`config.mk`:
```
export PLATFORM = sky130hd
export DESIGN_NAME = mvmp_ram
export DESIGN_NICKNAME = d
export VERILOG_FILES = /design/src/rtl/mvmp_ram.sv
export SDC_FILE = /design/constraint.sdc
export NUM_CORES = 2
export LEC_CHECK = 0
export BUFFER_PORTS_ARGS = -buffer_cell sky130_fd_sc_hd__buf_2
export CAP_MARGIN = 20
export CORE_ASPECT_RATIO = 1.25
export CORE_MARGIN = 5
export CORE_UTILIZATION = 38
export CTS_CLUSTER_DIAMETER = 100
export DETAILED_ROUTE_END_ITERATION = 6
export PLACE_DENSITY_LB_ADDON = 0.3
export SYNTH_ARGS = -nofsm -noshare
export SYNTH_HDL_FRONTEND = slang
export SYNTH_SLANG_ARGS = --single-unit
```
`constraint.sdc`:
```
create_clock -name clk -period 8.3 [get_ports clk]
set_input_delay 0.415 -clock clk [delete_from_list [all_inputs] [get_ports clk]]
set_output_delay 0.415 -clock clk [all_outputs]
set_load 0.1 [all_outputs]
```
`src/rtl/mvmp_ram.sv`:
```
// generic single-port-write, registered-read memory
// no dependencies
`timescale 1ns / 1ps

module mvmp_ram #(
	parameter int Width = 64,
	parameter int Depth = 64
) (
	input  logic                     clk,
	input  logic                     we,
	input  logic [$clog2(Depth)-1:0] waddr,
	input  logic [Width-1:0]         wdata,
	input  logic [$clog2(Depth)-1:0] raddr,
	output logic [Width-1:0]         rdata
);

	logic [Width-1:0] mem [Depth];

	always_ff @(posedge clk) begin
		if (we) begin
			mem[waddr] <= wdata;
		end
		rdata <= mem[raddr];
	end

endmodule

```
==> out/results.ini <==
[run_status]
status = completed

[placement]
place_area_um2 = 165000
io_buffers = 141
pre_cts_ws_ns = 4.12
place_inst = 12005
hpwl_um = 242000
gp_congestion = 0.791

[clocking]
htree_num_levels = 5
cts_resized = 0
cts_buffers = 391
clock-sinks = 4160
cts_tree = done
clkLatencyLatePin_ns = 0.93
post_cts.repair.setup_buffers = 0
cts.hold.buffers_added = 0
clk_pin_slew_ns = 0.07
cts_buffer_depth = 4
cts-root-buf = clkbuf_16

[timing]
slew_headroom = 0.220
fin_ws_ns = 5.11
fin_skew_ns = 0.0711
post-route-min-period_ns = 3.19
max_freq_ghz = 0.313
finalHoldViolations = 0
fin_crit_sh = 0.385
grt_setup_unrepaired = no
drv_slew = 0
setup_tns_ns = 0
tightest_slew_ns = 1.17
setup_violations = 0

[power_and_ir_drop]
power_mw = 43.7
p_comb_frac = 0.055
powerDensity_nw_per_um2 = 245
leakagePower_nw = 55.1
seq_power_share = 0.535
ir_drop_uv = 172
clkPwrFrac = 0.410
p_sw_mw = 9.60
netSwitchingFraction = 0.220
p_int_mw = 34.1

[synthesis]
synthCells = 6598
synth_area_per_cell_um2 = 23.7
syn-num-nets = 6676
synthArstFlopShare = 0
ys.flop_type = edfxtp_1
ys.warnings.count = 0
yosysMostFrequentCell = edfxtp_1
synth-seq-cells = 4160
synth-edff-count = 4096
synth_cell_types = 33
netlist_area_um2 = 156000
netlist_top_cells_count = 4096 x edfxtp_1, 1024 x mux4_2, 170 x buf_2
netlist.area_leader.share = 0.787
yosysSeqAreaShare = 0.795
yosysTopAreaCell = edfxtp_1
yosys-top-cells-area = edfxtp_1 79%, mux4_2 15%, mux2i_1 0.86%

[layout]
finalNonFillerCells = 12822
areaGrowthSynthToFinish_pct = 14.2
fillerInstances = 34256
final_nets = 7109
drive_gt1_frac = 0.283
fin_area_um2 = 179000

[die]
rows = 263
fp.coreArea_um2 = 410000
ios = 142
initial_core_util = 0.381
die_area_um2 = 424000
die_x_um = 584
die_height_um = 727

[routing]
vias = 75107
drt_pass1_iterations = 6
drt-vias-per-instance = 5.86
wirelength_um = 451000
postRouteAntennaNets = 0
first_iter_violations = 9109
post-route-drc-count = 0
wire_per_inst_um = 35.1

[setup_path]
critPathLaunchType = input port
crit_family = buffers and inverters
endpoint = rdata[13]$_DFF_P_
r2r_slack_ns = 5.87
worstPathArrival_ns = 3.98
path_buf_inv = 3
end_kind = register
crit_path_max_incr_delay_ns = 0.86
path_class = in -> reg
crit_path_max_fanout = 119
cp_num_cells = 7
timing.rr.end = rdata[43]$_DFF_P_
critPathLaunch = raddr[2]
worstPathRequired_ns = 9.09
r2r-start = mem[63][43]$_DFFE_PP_
crit_path_top_delay_cell = buf_4
worstPathCellList = buf_8, buf_12, buf_4, mux4_2, or3_1, a41oi_1, a211oi_1
rr_worst_depth = 5

[grt]
met1_usage = 0.270
grt_use_met3 = 0.0298
antenna_found_initial = 46
grt_util_met2 = 0.362
grt.total_usage = 0.208
grt_pass1_vias = 77068
grt_max_degree = 122
grt_overflow = 0
busiest_layer = met2
grt_pass1_wl_um = 625000

[hold_path]
hold_path_class = in -> reg

[run]
maxCapViolations = 0

## power by group through the flow
| stage | clock (mW) | combinational, mW | sequential [mW] |
|---|---|---|---|
| floorplan | 0 | 1.08 | 24.1 |
| global placement | 0 | 2.35 | 23.8 |
| detailed placement | 0 | 2.38 | 23.8 |
| CTS | 18.2 | 2.38 | 23.4 |
| global route | 19.1 | 2.52 | 23.4 |
| finish | 17.9 | 2.41 | 23.4 |
## registers in the layout, summed over array words and instances (netlist names)
signal / cells
mem: 4096
rdata: 64
## how the worst min path moves through the flow
stage                          start                     to  slack [ns]  cells past startpoint
2_1_floorplan               wdata[0]    mem[0][0]$_DFFE_PP_        0.51                      0
3_3_place_gp   mem[55][46]$_DFFE_PP_      rdata[46]$_DFF_P_        0.83                      4
3_5_place_dp   mem[54][46]$_DFFE_PP_      rdata[46]$_DFF_P_        0.84                      4
4_1_cts                    wdata[57]  mem[18][57]$_DFFE_PP_        0.08                      2
5_1_grt                     wdata[2]   mem[28][2]$_DFFE_PP_        0.02                      1
6_report                    wdata[2]    mem[1][2]$_DFFE_PP_        0.03                      1
## logic make-up (layout without fill, tap and decap cells)
group | count (synthesis) | in the layout | synth area share
buf+inv | 389 | 1151 | 0.0118
compound gates | 504 | 504 | 0.0248
flops | 4160 | 4160 | 0.795
other cells | 0 | 30 | 0
simple gates | 386 | 386 | 0.0124
mux | 1159 | 1159 | 0.156
## layout by cell type, fill, tap and decap left out, types with 4 or more instances in the layout
| cell | synthesis | routed |
|---|---|---|
| a211oi_1 | 63 | 63 |
| a22o_1 | 88 | 88 |
| a22oi_1 | 168 | 168 |
| a2bb2oi_1 | 19 | 19 |
| a31oi_1 | 18 | 18 |
| a41oi_1 | 26 | 26 |
| and3_1 | 64 | 64 |
| buf_12 | 0 | 74 |
| buf_2 | 170 | 138 |
| buf_4 | 34 | 162 |
| bufinv_16 | 0 | 36 |
| clkbuf_1 | 140 | 73 |
| clkbuf_16 | 0 | 399 |
| clkbuf_8 | 0 | 16 |
| clkinv_1 | 0 | 72 |
| clkinv_2 | 0 | 87 |
| clkinv_4 | 0 | 5 |
| clkinvlp_4 | 0 | 16 |
| dfxtp_1 | 64 | 64 |
| diode_2 | 0 | 30 |
| dlygate4sd3_1 | 0 | 32 |
| edfxtp_1 | 4096 | 4096 |
| inv_1 | 19 | 19 |
| inv_16 | 0 | 4 |
| inv_6 | 0 | 9 |
| mux2i_1 | 135 | 135 |
| mux4_2 | 1024 | 1024 |
| nand2_1 | 58 | 55 |
| nand2b_1 | 11 | 9 |
| nand3_1 | 45 | 45 |
| nor2_1 | 112 | 47 |
| nor2_4 | 0 | 65 |
| nor2b_1 | 28 | 24 |
| nor2b_4 | 0 | 4 |
| o221ai_1 | 38 | 38 |
| o22ai_1 | 83 | 83 |
| or2_2 | 28 | 28 |
| or3_1 | 29 | 29 |
## stage by stage
step	hold slack, ns	util
after floorplan	0.514	-
after global placement	0.833	0.401
after detailed placement	0.836	0.401
after CTS	0.0823	0.432
after global routing	0.0179	0.435
final	0.0274	0.435
## layout make-up
cell class	count	area, µm²	share of cell area
multi-input cells	2049	30800	0.172
flip-flops and latches	4160	124000	0.696
clock inverters	234	2220	0.0124
diodes	30	75.1	0.000421
inverters	19	71.3	0.000400
repair buffers	410	3790	0.0213
well taps	5432	6800	0.0381
clock buffers	488	10500	0.0587
## layer usage
layer	part of all wire	vias to the layer above
li1	-	29390
met1	0.38	41595
met2	0.52	3382
met3	0.069	730
met4	0.039	10
met5	0.00014	-
(Power assumes the default switching activity.)
