[src/rtl/mvmp_pkg.sv]
// package for the modular vector-matrix product block
// shared widths, state encoding and the configuration register indexes
`timescale 1ns / 1ps

package mvmp_pkg;

	localparam int MaxCols  = 64;
	localparam int ColW     = $clog2(MaxCols);
	localparam int WordW    = 64;
	localparam int NumColsW = 7;

	localparam logic [0:0] RegModulus = 1'b0;
	localparam logic [0:0] RegNumCols = 1'b1;

	typedef enum logic [4:0] {
		ST_IDLE = 5'b00001,
		ST_MUL  = 5'b00010,
		ST_RED  = 5'b00100,
		ST_ACC  = 5'b01000,
		ST_OUT  = 5'b10000
	} state_t;

endpackage

[src/rtl/mvmp_redmod.sv]
// sequential reduction of a stored word modulo n, one bit per cycle
// uses mvmp_pkg
`timescale 1ns / 1ps

module mvmp_redmod (
	input  logic                      clk,
	input  logic                      arst_n,
	input  logic                      start,
	input  logic [mvmp_pkg::WordW-1:0] x,
	input  logic [mvmp_pkg::WordW-1:0] n,
	output logic                      done,
	output logic [mvmp_pkg::WordW-1:0] rem
);

	localparam int W = mvmp_pkg::WordW;

	logic           busy_q;
	logic [W-1:0]   n_q, rem_q;
	logic [W:0]     div_q;
	logic [6:0]     bit_q;
	logic [W:0]     remsh;
	logic [W-1:0]   remnext;

	always_comb begin
		remsh = {rem_q, div_q[W]};
		remnext = (remsh >= {1'b0, n_q}) ? W'(remsh - {1'b0, n_q}) : remsh[W-1:0];
	end

	always_ff @(posedge clk or negedge arst_n) begin
		if (!arst_n) begin
			busy_q <= 1'b0;
			done   <= 1'b0;
		end else begin
			done <= 1'b0;
			if (!busy_q) begin
				if (start) begin
					if (n == '0) begin
						done <= 1'b1;
					end else begin
						busy_q <= 1'b1;
					end
				end
			end else if (bit_q == 7'(W - 1)) begin
				busy_q <= 1'b0;
				done   <= 1'b1;
			end
		end
	end

	always_ff @(posedge clk) begin
		if (!busy_q) begin
			n_q   <= n;
			div_q <= {x, 1'b0};
			rem_q <= (n == '0) ? x : '0;
			bit_q <= '0;
		end else begin
			rem_q <= remnext;
			div_q <= {div_q[W-1:0], 1'b0};
			bit_q <= bit_q + 7'd1;
		end
	end

	assign rem = rem_q;

endmodule

[config.mk]
export PLATFORM = sky130hd
export DESIGN_NAME = mvmp_redmod
export DESIGN_NICKNAME = d
export VERILOG_FILES = /design/src/rtl/mvmp_pkg.sv /design/src/rtl/mvmp_redmod.sv
export SDC_FILE = /design/constraint.sdc
export NUM_CORES = 1
export LEC_CHECK = 0
export BUFFER_PORTS_ARGS = -buffer_cell sky130_fd_sc_hd__buf_4
export CORE_UTILIZATION = 51
export CTS_CLUSTER_DIAMETER = 50
export DETAILED_ROUTE_END_ITERATION = 16
export GPL_ROUTABILITY_DRIVEN = 0
export GPL_TIMING_DRIVEN = 0
export PLACE_DENSITY = 0.77
export SLEW_MARGIN = 40
export SYNTH_ARGS = -nofsm -noshare
export SYNTH_HDL_FRONTEND = slang
export SYNTH_SLANG_ARGS = --single-unit
[constraint.sdc]
create_clock -name clk -period 3.2 [get_ports clk]
set_input_delay 0.64 -clock clk [delete_from_list [all_inputs] [get_ports clk]]
set_output_delay 0.64 -clock clk [all_outputs]
set_load 0.1 [all_outputs]
==> results of run 1 <==
flip-flops by register name (all words and copies together) (netlist names):
name and count:
div_q 64, busy_q 1, done 1, rem 64, n_q 64, bit_q 7
cells in the mapped netlist (4+ instances only):
cell,count
a31oi_1,12
inv_1,83
a211o_1,4
a221oi_1,5
edfxtp_1,64
nand4_1,37
a21o_1,51
o21bai_1,16
dfxtp_1,135
a32oi_1,14
nand3_1,35
nor2b_1,17
nor3_1,12
nand2b_1,6
clkbuf_1,57
xnor2_1,46
o31ai_1,6
or3_1,9
o21a_1,11
ha_1,65
o21ai_1,24
buf_6,5
nor2_1,57
a21oi_1,80
and3_1,7
a211oi_1,7
nand2_1,126
mux2i_1,40
o211ai_1,4
o22ai_1,19
buf_2,5
o21ai_0,54
mux2_2,34
nor4_1,22
xor2_1,15
metal layers:
layer | vias to the layer above | part of all wire | wire length (um) | GRT usage
met3 | 100 | 0.092 | 3350 | 0.0470
met5 | - | 0 | 0 | 0
met4 | 0 | 0.041 | 1500 | 0.120
met1 | 5026 | 0.41 | 14700 | 0.417
met2 | 607 | 0.46 | 16700 | 0.505
li1 | 4931 | - | - | -
final timing paths:
check	cells past startpoint	startpoint	to	slack, ps
worst max-delay path	13	rem[8]$_DFF_P_	rem[62]$_DFF_P_	40
worst min-delay path	1	n[28]	n_q[28]$_DFFE_PN_	290
max in group asynchronous	2	arst_n	busy_q$_DFF_PN0_	2660
worst max register to register	13	rem[8]$_DFF_P_	rem[62]$_DFF_P_	40
min in group asynchronous	2	arst_n	done$_DFF_PN0_	440
worst min register to register	2	div_q[2]$_DFF_P_	div_q[3]$_DFF_P_	420
layout by cell type (no fill, tap or decap), types with 5 or more instances in the layout:
master     instances
dfxtp_2           49
dfxtp_4            7
buf_12             6
a21oi_2            6
nor4_2             5
mux2_2            34
or3_1              8
o21ai_1           26
nor4_1            14
edfxtp_1          64
o21a_1            11
a211oi_1           6
nand2_1          124
and3_1             5
a32oi_1           14
mux2i_1           38
a21oi_1           73
a31oi_1           12
ha_4               6
buf_4            213
o21ai_0           49
nand3_1           35
clkbuf_8           5
nor3_1            10
clkbuf_16         27
clkbuf_1          46
inv_1             81
nand4_1           37
o21bai_1          16
nor2b_1           16
dfxtp_1           79
o22ai_1           19
o31ai_1            6
xnor2_1           46
xor2_1            15
nand2b_1           6
nor2_1            57
a21o_1            51
ha_1              57
cell families (layout without fill, tap and decap cells):
kind of cell    count (synthesis)  count (layout)
simple gates                  339             339
flops                         201             201
compound gates                334             334
other cells                     0               1
mux                            74              74
fa+ha+maj                      66              66
buf+inv                       159             405
xor+xnor                       61              61
metrics by stage:
stage	cells	setup WS, ps
3_3_place_gp	1709	-1500
5_1_grt	1760	-34.2
3_5_place_dp	1711	-355
4_1_cts	1760	4.23
6_report	1761	44.5
2_1_floorplan	1234	55.8
repair_timing:
action | 4_1_cts | 5_1_grt
setup buffers | 7 | 11
endpoints found under the setup margin | 64 | 62
gates resized for setup | 26 | 61
hold buffers | 1 | 0
pin swaps | 6 | 28
gates cloned | 0 | 2
hold endpoints to repair | 2 | 0
power groups by stage:
stage / Combinational, mW / Sequential, mW / Clock [mW]
finish: 11.3 / 4.15 / 2.75
global route: 12.0 / 4.22 / 2.87
CTS: 10.5 / 4.12 / 2.77
detailed placement: 10.3 / 4.15 / 0
global placement: 10.1 / 4.15 / 0
floorplan: 5.22 / 6.88 / 0
layout make-up:
class / instances / area (um^2) / share of cell area
clock inverters: 9 / 101 / 0.00695
inverters: 84 / 315 / 0.0216
clock buffers: 36 / 707 / 0.0485
multi-input cells: 874 / 6290 / 0.431
well taps: 280 / 350 / 0.0240
flip-flops and latches: 201 / 4760 / 0.327
plain buffers: 58 / 359 / 0.0246
diodes: 1 / 2.50 / 0.000172
repair buffers: 218 / 1700 / 0.116
==> reports/qor.yml, run 1 <==
pwr_density_cell_nw_per_um2: 1250
period_needed_ps: 3160
dieHeight_um: 151
setup_viol: 0
synthFlopType: "dfxtp_1"
syn_avg_cell_area_um2: 9.14
cpMostUsedCell: "buf_6"
fin_nets: 1659
clock_latency_ps: 530
io_pins: 196
synth_cell_type_count: 65
final.period_utilization: 0.986
synth_xor_area_frac: 0.0474
seqPwrFrac: 0.229
cts_tree: "done"
synth_top_cell_by_area: "dfxtp_1"
maxCapViolCount: 0
num_vias: 10700
synth_seq_area_share: 0.414
clockBufferDepth: 3
n_fill_cell: 1759
cp-end-kind: "flop"
slew_violations: 0
power.total_mw: 18.2
start_util: 0.519
grt_pass1_vias: 9923
synth_top_family_by_area: "compound AO/OA/AOI/OAI gates"
worst_pin_slew_ps: 865
crit_chain: "ha_1 > buf_6 > and3_4 > nand4_1 > a211oi_2 > o221a_2 > o21a_4 > a21oi_4 > o21ba_4 > o21a_1 > buf_6 > or4_1 > nand3_1"
status: "finished clean"
synthMuxAreaShare: 0.0694
cts-root-buf: "clkbuf_16"
slowest_delay_ps: 520
antenna_found_initial: 1
antenna_left: 0
finalSetupTns_ps: 0
p_clk_frac: 0.152
first_pass_iters: 6
critPathMaxFanout: 7
htreeDepth: 1
crit_slowest_cell: "or4_1"
holdWs_ps: 294
die_area_um2: 22700
grt_max_degree: 40
drt_iter0_markers: 1026
hold_class: "in2reg"
wirelength_um: 36300
total_leakage_power_nw: 6.45
io_buffers: 195
vdd_ir_drop_max_mv: 0.896
internal_power_mw: 9.13
p_sw_mw: 9.03
worst-setup-path-type: "reg2reg"
synth-simple-area-share: 0.143
synth_edf_count: 64
dieWidth_um: 151
netlist.area_leader.share: 0.240
synth-compound-area-share: 0.194
rows: 54
sw_frac_of_total: 0.497
final_hold_viol_count: 0
placed_area_um2: 13300
netlist_instances: 1234
fin_util: 0.670
ys_async_sr_fraction: 0.00995
syn-num-nets: 1431
grt_remaining_overflow: 0
synthToLayoutAreaGrowth_pct: 29.3
netlist_area_um2: 11300
routedWlPerCell_um: 20.6
grt_pass1_wl_um: 53700
clkTransAtPathRegs_ps: 60
cp.arrival_ps: 3620
core_um2: 21800
crit_required_ps: 3670
finClkSkew_ps: 18.6
cp-start-kind: "flop"
synth_adder_area_share: 0.0739
final_cell_area_um2: 14600
layout-drive-gt1-share: 0.283
relSlewSlack: 0.424
power_frac_comb: 0.620
viasPerCell: 6.06
cts_buffers: 25
ys_seq_elements: 201
drc: 0
grtUsageTotal: 0.311
cts_sinks: 201
ys_warn_count: 0
fmax_mhz: 317
cp_top_family: "compound AO/OA/AOI/OAI gates"
critPathBufInv: 2
dp_hpwl_um: 27000
synth.area.top_cells: "dfxtp_1 (24%), edfxtp_1 (17%), ha_1 (7.2%)"
No activity file was read; power rests on OpenSTA's default activity.
==> run 2, diff against run 1 <==
--- a/config.mk
+++ b/config.mk
@@ -7,6 +7,7 @@
 export LEC_CHECK = 0
 export BUFFER_PORTS_ARGS = -buffer_cell sky130_fd_sc_hd__buf_4
 export CORE_UTILIZATION = 51
+export CTS_BUF_LIST = sky130_fd_sc_hd__clkbuf_16
 export CTS_CLUSTER_DIAMETER = 50
 export DETAILED_ROUTE_END_ITERATION = 16
 export GPL_ROUTABILITY_DRIVEN = 0
==> constraint.sdc (replaced) <==
create_clock -name clk -period 3.2 [get_ports clk]
set_input_delay 0.64 -clock clk [delete_from_list [all_inputs] [get_ports clk]]
set_output_delay 0.64 -clock clk [all_outputs]
set_load 0.01 [all_outputs]
==> run 2 against run 1 <==
Against the previous run: die area unchanged; clock power down 1%; worst hold slack got worse by 7.7 ps; fmax down 0.57%; via count down 0.33%; critical endpoint unchanged; largest cell class unchanged; highest routed layer unchanged.
==> reports/qor.yml, run 2 (synthesis gave the netlist of run 1 again) <==
status: "finished clean"
total_leakage_power_nw: 6.41  # -0.67%
rows: 54  # unchanged
core_um2: 21800  # unchanged
crit_required_ps: 3670  # about the same
multi_input_area_um2: 6300  # +0.22%
relSlewSlack: 0.349  # -0.0744
final.period_utilization: 0.992  # +0.00563
layout_commonest_cell: "buf_4"
crit_path_end: "rem[62]$_DFF_P_"
wirelength_um: 35900  # -1.1%
dieHeight_um: 151  # unchanged
antenna_left: 0  # unchanged
cts_buffers: 26  # +4.0%
viasPerCell: 6.05  # -0.16%
io_buffers: 195  # unchanged
synthToLayoutAreaGrowth_pct: 27.8
cts_tree: "done"
r2r_cells: 13  # unchanged
final-instance-count-excl-fill: 1758  # -0.17%
dp_hpwl_um: 26700  # -1.1%
cts_sinks: 201  # unchanged
critPathLaunch: "n_q[8]$_DFFE_PN_"
layout_common_cells: "buf_4 (212), dfxtp_1 (135), nand2_1 (125)"
rsz0062_at_grt: "true"
clkTransAtPathRegs_ps: 60  # about the same
cp-start-kind: "flop"
cp-end-kind: "flop"
slew_violations: 0  # unchanged
grt_remaining_overflow: 0  # unchanged
crit_slowest_cell: "or4_4"
dieWidth_um: 151  # unchanged
crit_chain: "inv_1 > ha_2 > and3_4 > nand4_1 > a211oi_2 > o221a_2 > o21a_4 > a21oi_4 > o21ba_4 > o21a_1 > buf_6 > or4_4 > nand3_2"
r2r_end: "rem[62]$_DFF_P_"
vdd_ir_drop_max_mv: 0.608  # -32%
grt_pass1_wl_um: 53300  # -0.72%
drc: 0  # unchanged
grtUsageTotal: 0.309  # -0.00271
worst_pin_slew_ps: 976  # +112 ps
num_vias: 10600  # -0.33%
cp.arrival_ps: 3650  # +30 ps
hold_class: "in2reg"
die_area_um2: 22700  # unchanged
maxCapViolCount: 0  # unchanged
cts-root-buf: "clkbuf_16"
io_pins: 196  # unchanged
cp_num_cells: 13  # unchanged
pwr_density_cell_nw_per_um2: 1050  # -16%
finClkSkew_ps: 20.8  # +2.22 ps
seq_area_um2: 4670  # -1.8%
layout-drive-gt1-share: 0.246  # -0.0368
critPathMaxFanout: 7  # unchanged
diodes: 0  # -1
fmax_mhz: 315  # -0.57%
final_hold_viol_count: 0  # unchanged
n_fill_cell: 1735  # -1.4%
fin_nets: 1655  # -0.24%
slowest_delay_ps: 530  # about the same
rrSetupSlack_ps: 30  # -20 ps
start_util: 0.519  # unchanged
drt_iter0_markers: 930  # -9.4%
worst-setup-path-type: "reg2reg"
cp_top_family: "compound AO/OA/AOI/OAI gates"
clockBufferDepth: 3  # unchanged
htreeDepth: 1  # unchanged
dpl.cell_count: 1710  # -0.058%
first_pass_iters: 6  # unchanged
clock_latency_ps: 540  # about the same
critPathBufInv: 2  # unchanged
setup_viol: 0  # unchanged
grt_max_degree: 74  # +85%
routedWlPerCell_um: 20.4  # -0.91%
grt_pass1_vias: 10200  # +3.1%
r2r-start: "n_q[8]$_DFFE_PN_"
period_needed_ps: 3170  # +18.0 ps
antenna_found_initial: 0  # -1
holdWs_ps: 287  # -7.71 ps
## run 2: changes by cell type in the layout (fill, tap and decap cells not counted), sizes merged
| cell | change |
|---|---|
| clkbuf | -14 |
| inv | +7 |
| buf | -1 |
| clkinv | +7 |
| bufinv | -1 |
| diode | -1 |
## run 2: worst min-delay path by stage
| stage | start | to | slack [ps] | cells past startpoint |
|---|---|---|---|---|
| final | n[46] | n_q[46]$_DFFE_PN_ | 290 | 1 |
| after global routing | n[8] | n_q[8]$_DFFE_PN_ | 280 | 1 |
| after detailed placement | div_q[4]$_DFF_P_ | div_q[5]$_DFF_P_ | 400 | 2 |
| after CTS | n[60] | n_q[60]$_DFFE_PN_ | 270 | 1 |
| after floorplan | arst_n | busy_q$_DFF_PN0_ | 340 | 0 |
| after global placement | div_q[6]$_DFF_P_ | div_q[7]$_DFF_P_ | 400 | 2 |
## run 2: layout make-up
cell class / instances / area share
Buffer: 58 / 0.0237
Clock buffer: 26 / 0.0451
Clock inverter: 22 / 0.0112
Inverter: 84 / 0.0219
Multi-Input combinational cell: 874 / 0.437
Sequential cell: 201 / 0.324
Tap cell: 280 / 0.0243
Timing Repair Buffer: 213 / 0.112
## run 2: metrics by stage
stage               setup slack [ps]  total power, mW  utilization  instance area (um^2)  setup TNS, ps
global placement               -1580             11.4        0.602                 13100         -64610
detailed placement              -365             11.5        0.603                 13100         -14520
global route                   -41.3             16.0        0.663                 14400           -235
floorplan                        214             9.27            -                 11300              0
finish                          26.5             15.1        0.663                 14400              0
CTS                             4.12             14.5        0.650                 14100              0
## run 2: what timing repair did
action                                  CTS  global route
pin swaps                                 9            23
gates resized for setup                  28            57
hold buffers                              1             0
gates cloned                              0             0
endpoints found under the setup margin   64            64
endpoints found under the hold margin     2             0
setup buffers                             9             7
## run 2: power by group
part           internal (mW)  switching [mW]
Sequential              3.46           0.608
Combinational           3.81            4.54
Clock                   1.52            1.19
## run 2: metal layers
metal / share of wire / vias to the layer above / wire, um / GRT usage
met2: 0.45 / 570 / 16200 / 0.491
met3: 0.093 / 119 / 3340 / 0.0639
met1: 0.41 / 5008 / 14700 / 0.398
met5: 0 / - / 0 / 0
met4: 0.047 / 0 / 1710 / 0.150
li1: - / 4932 / - / -
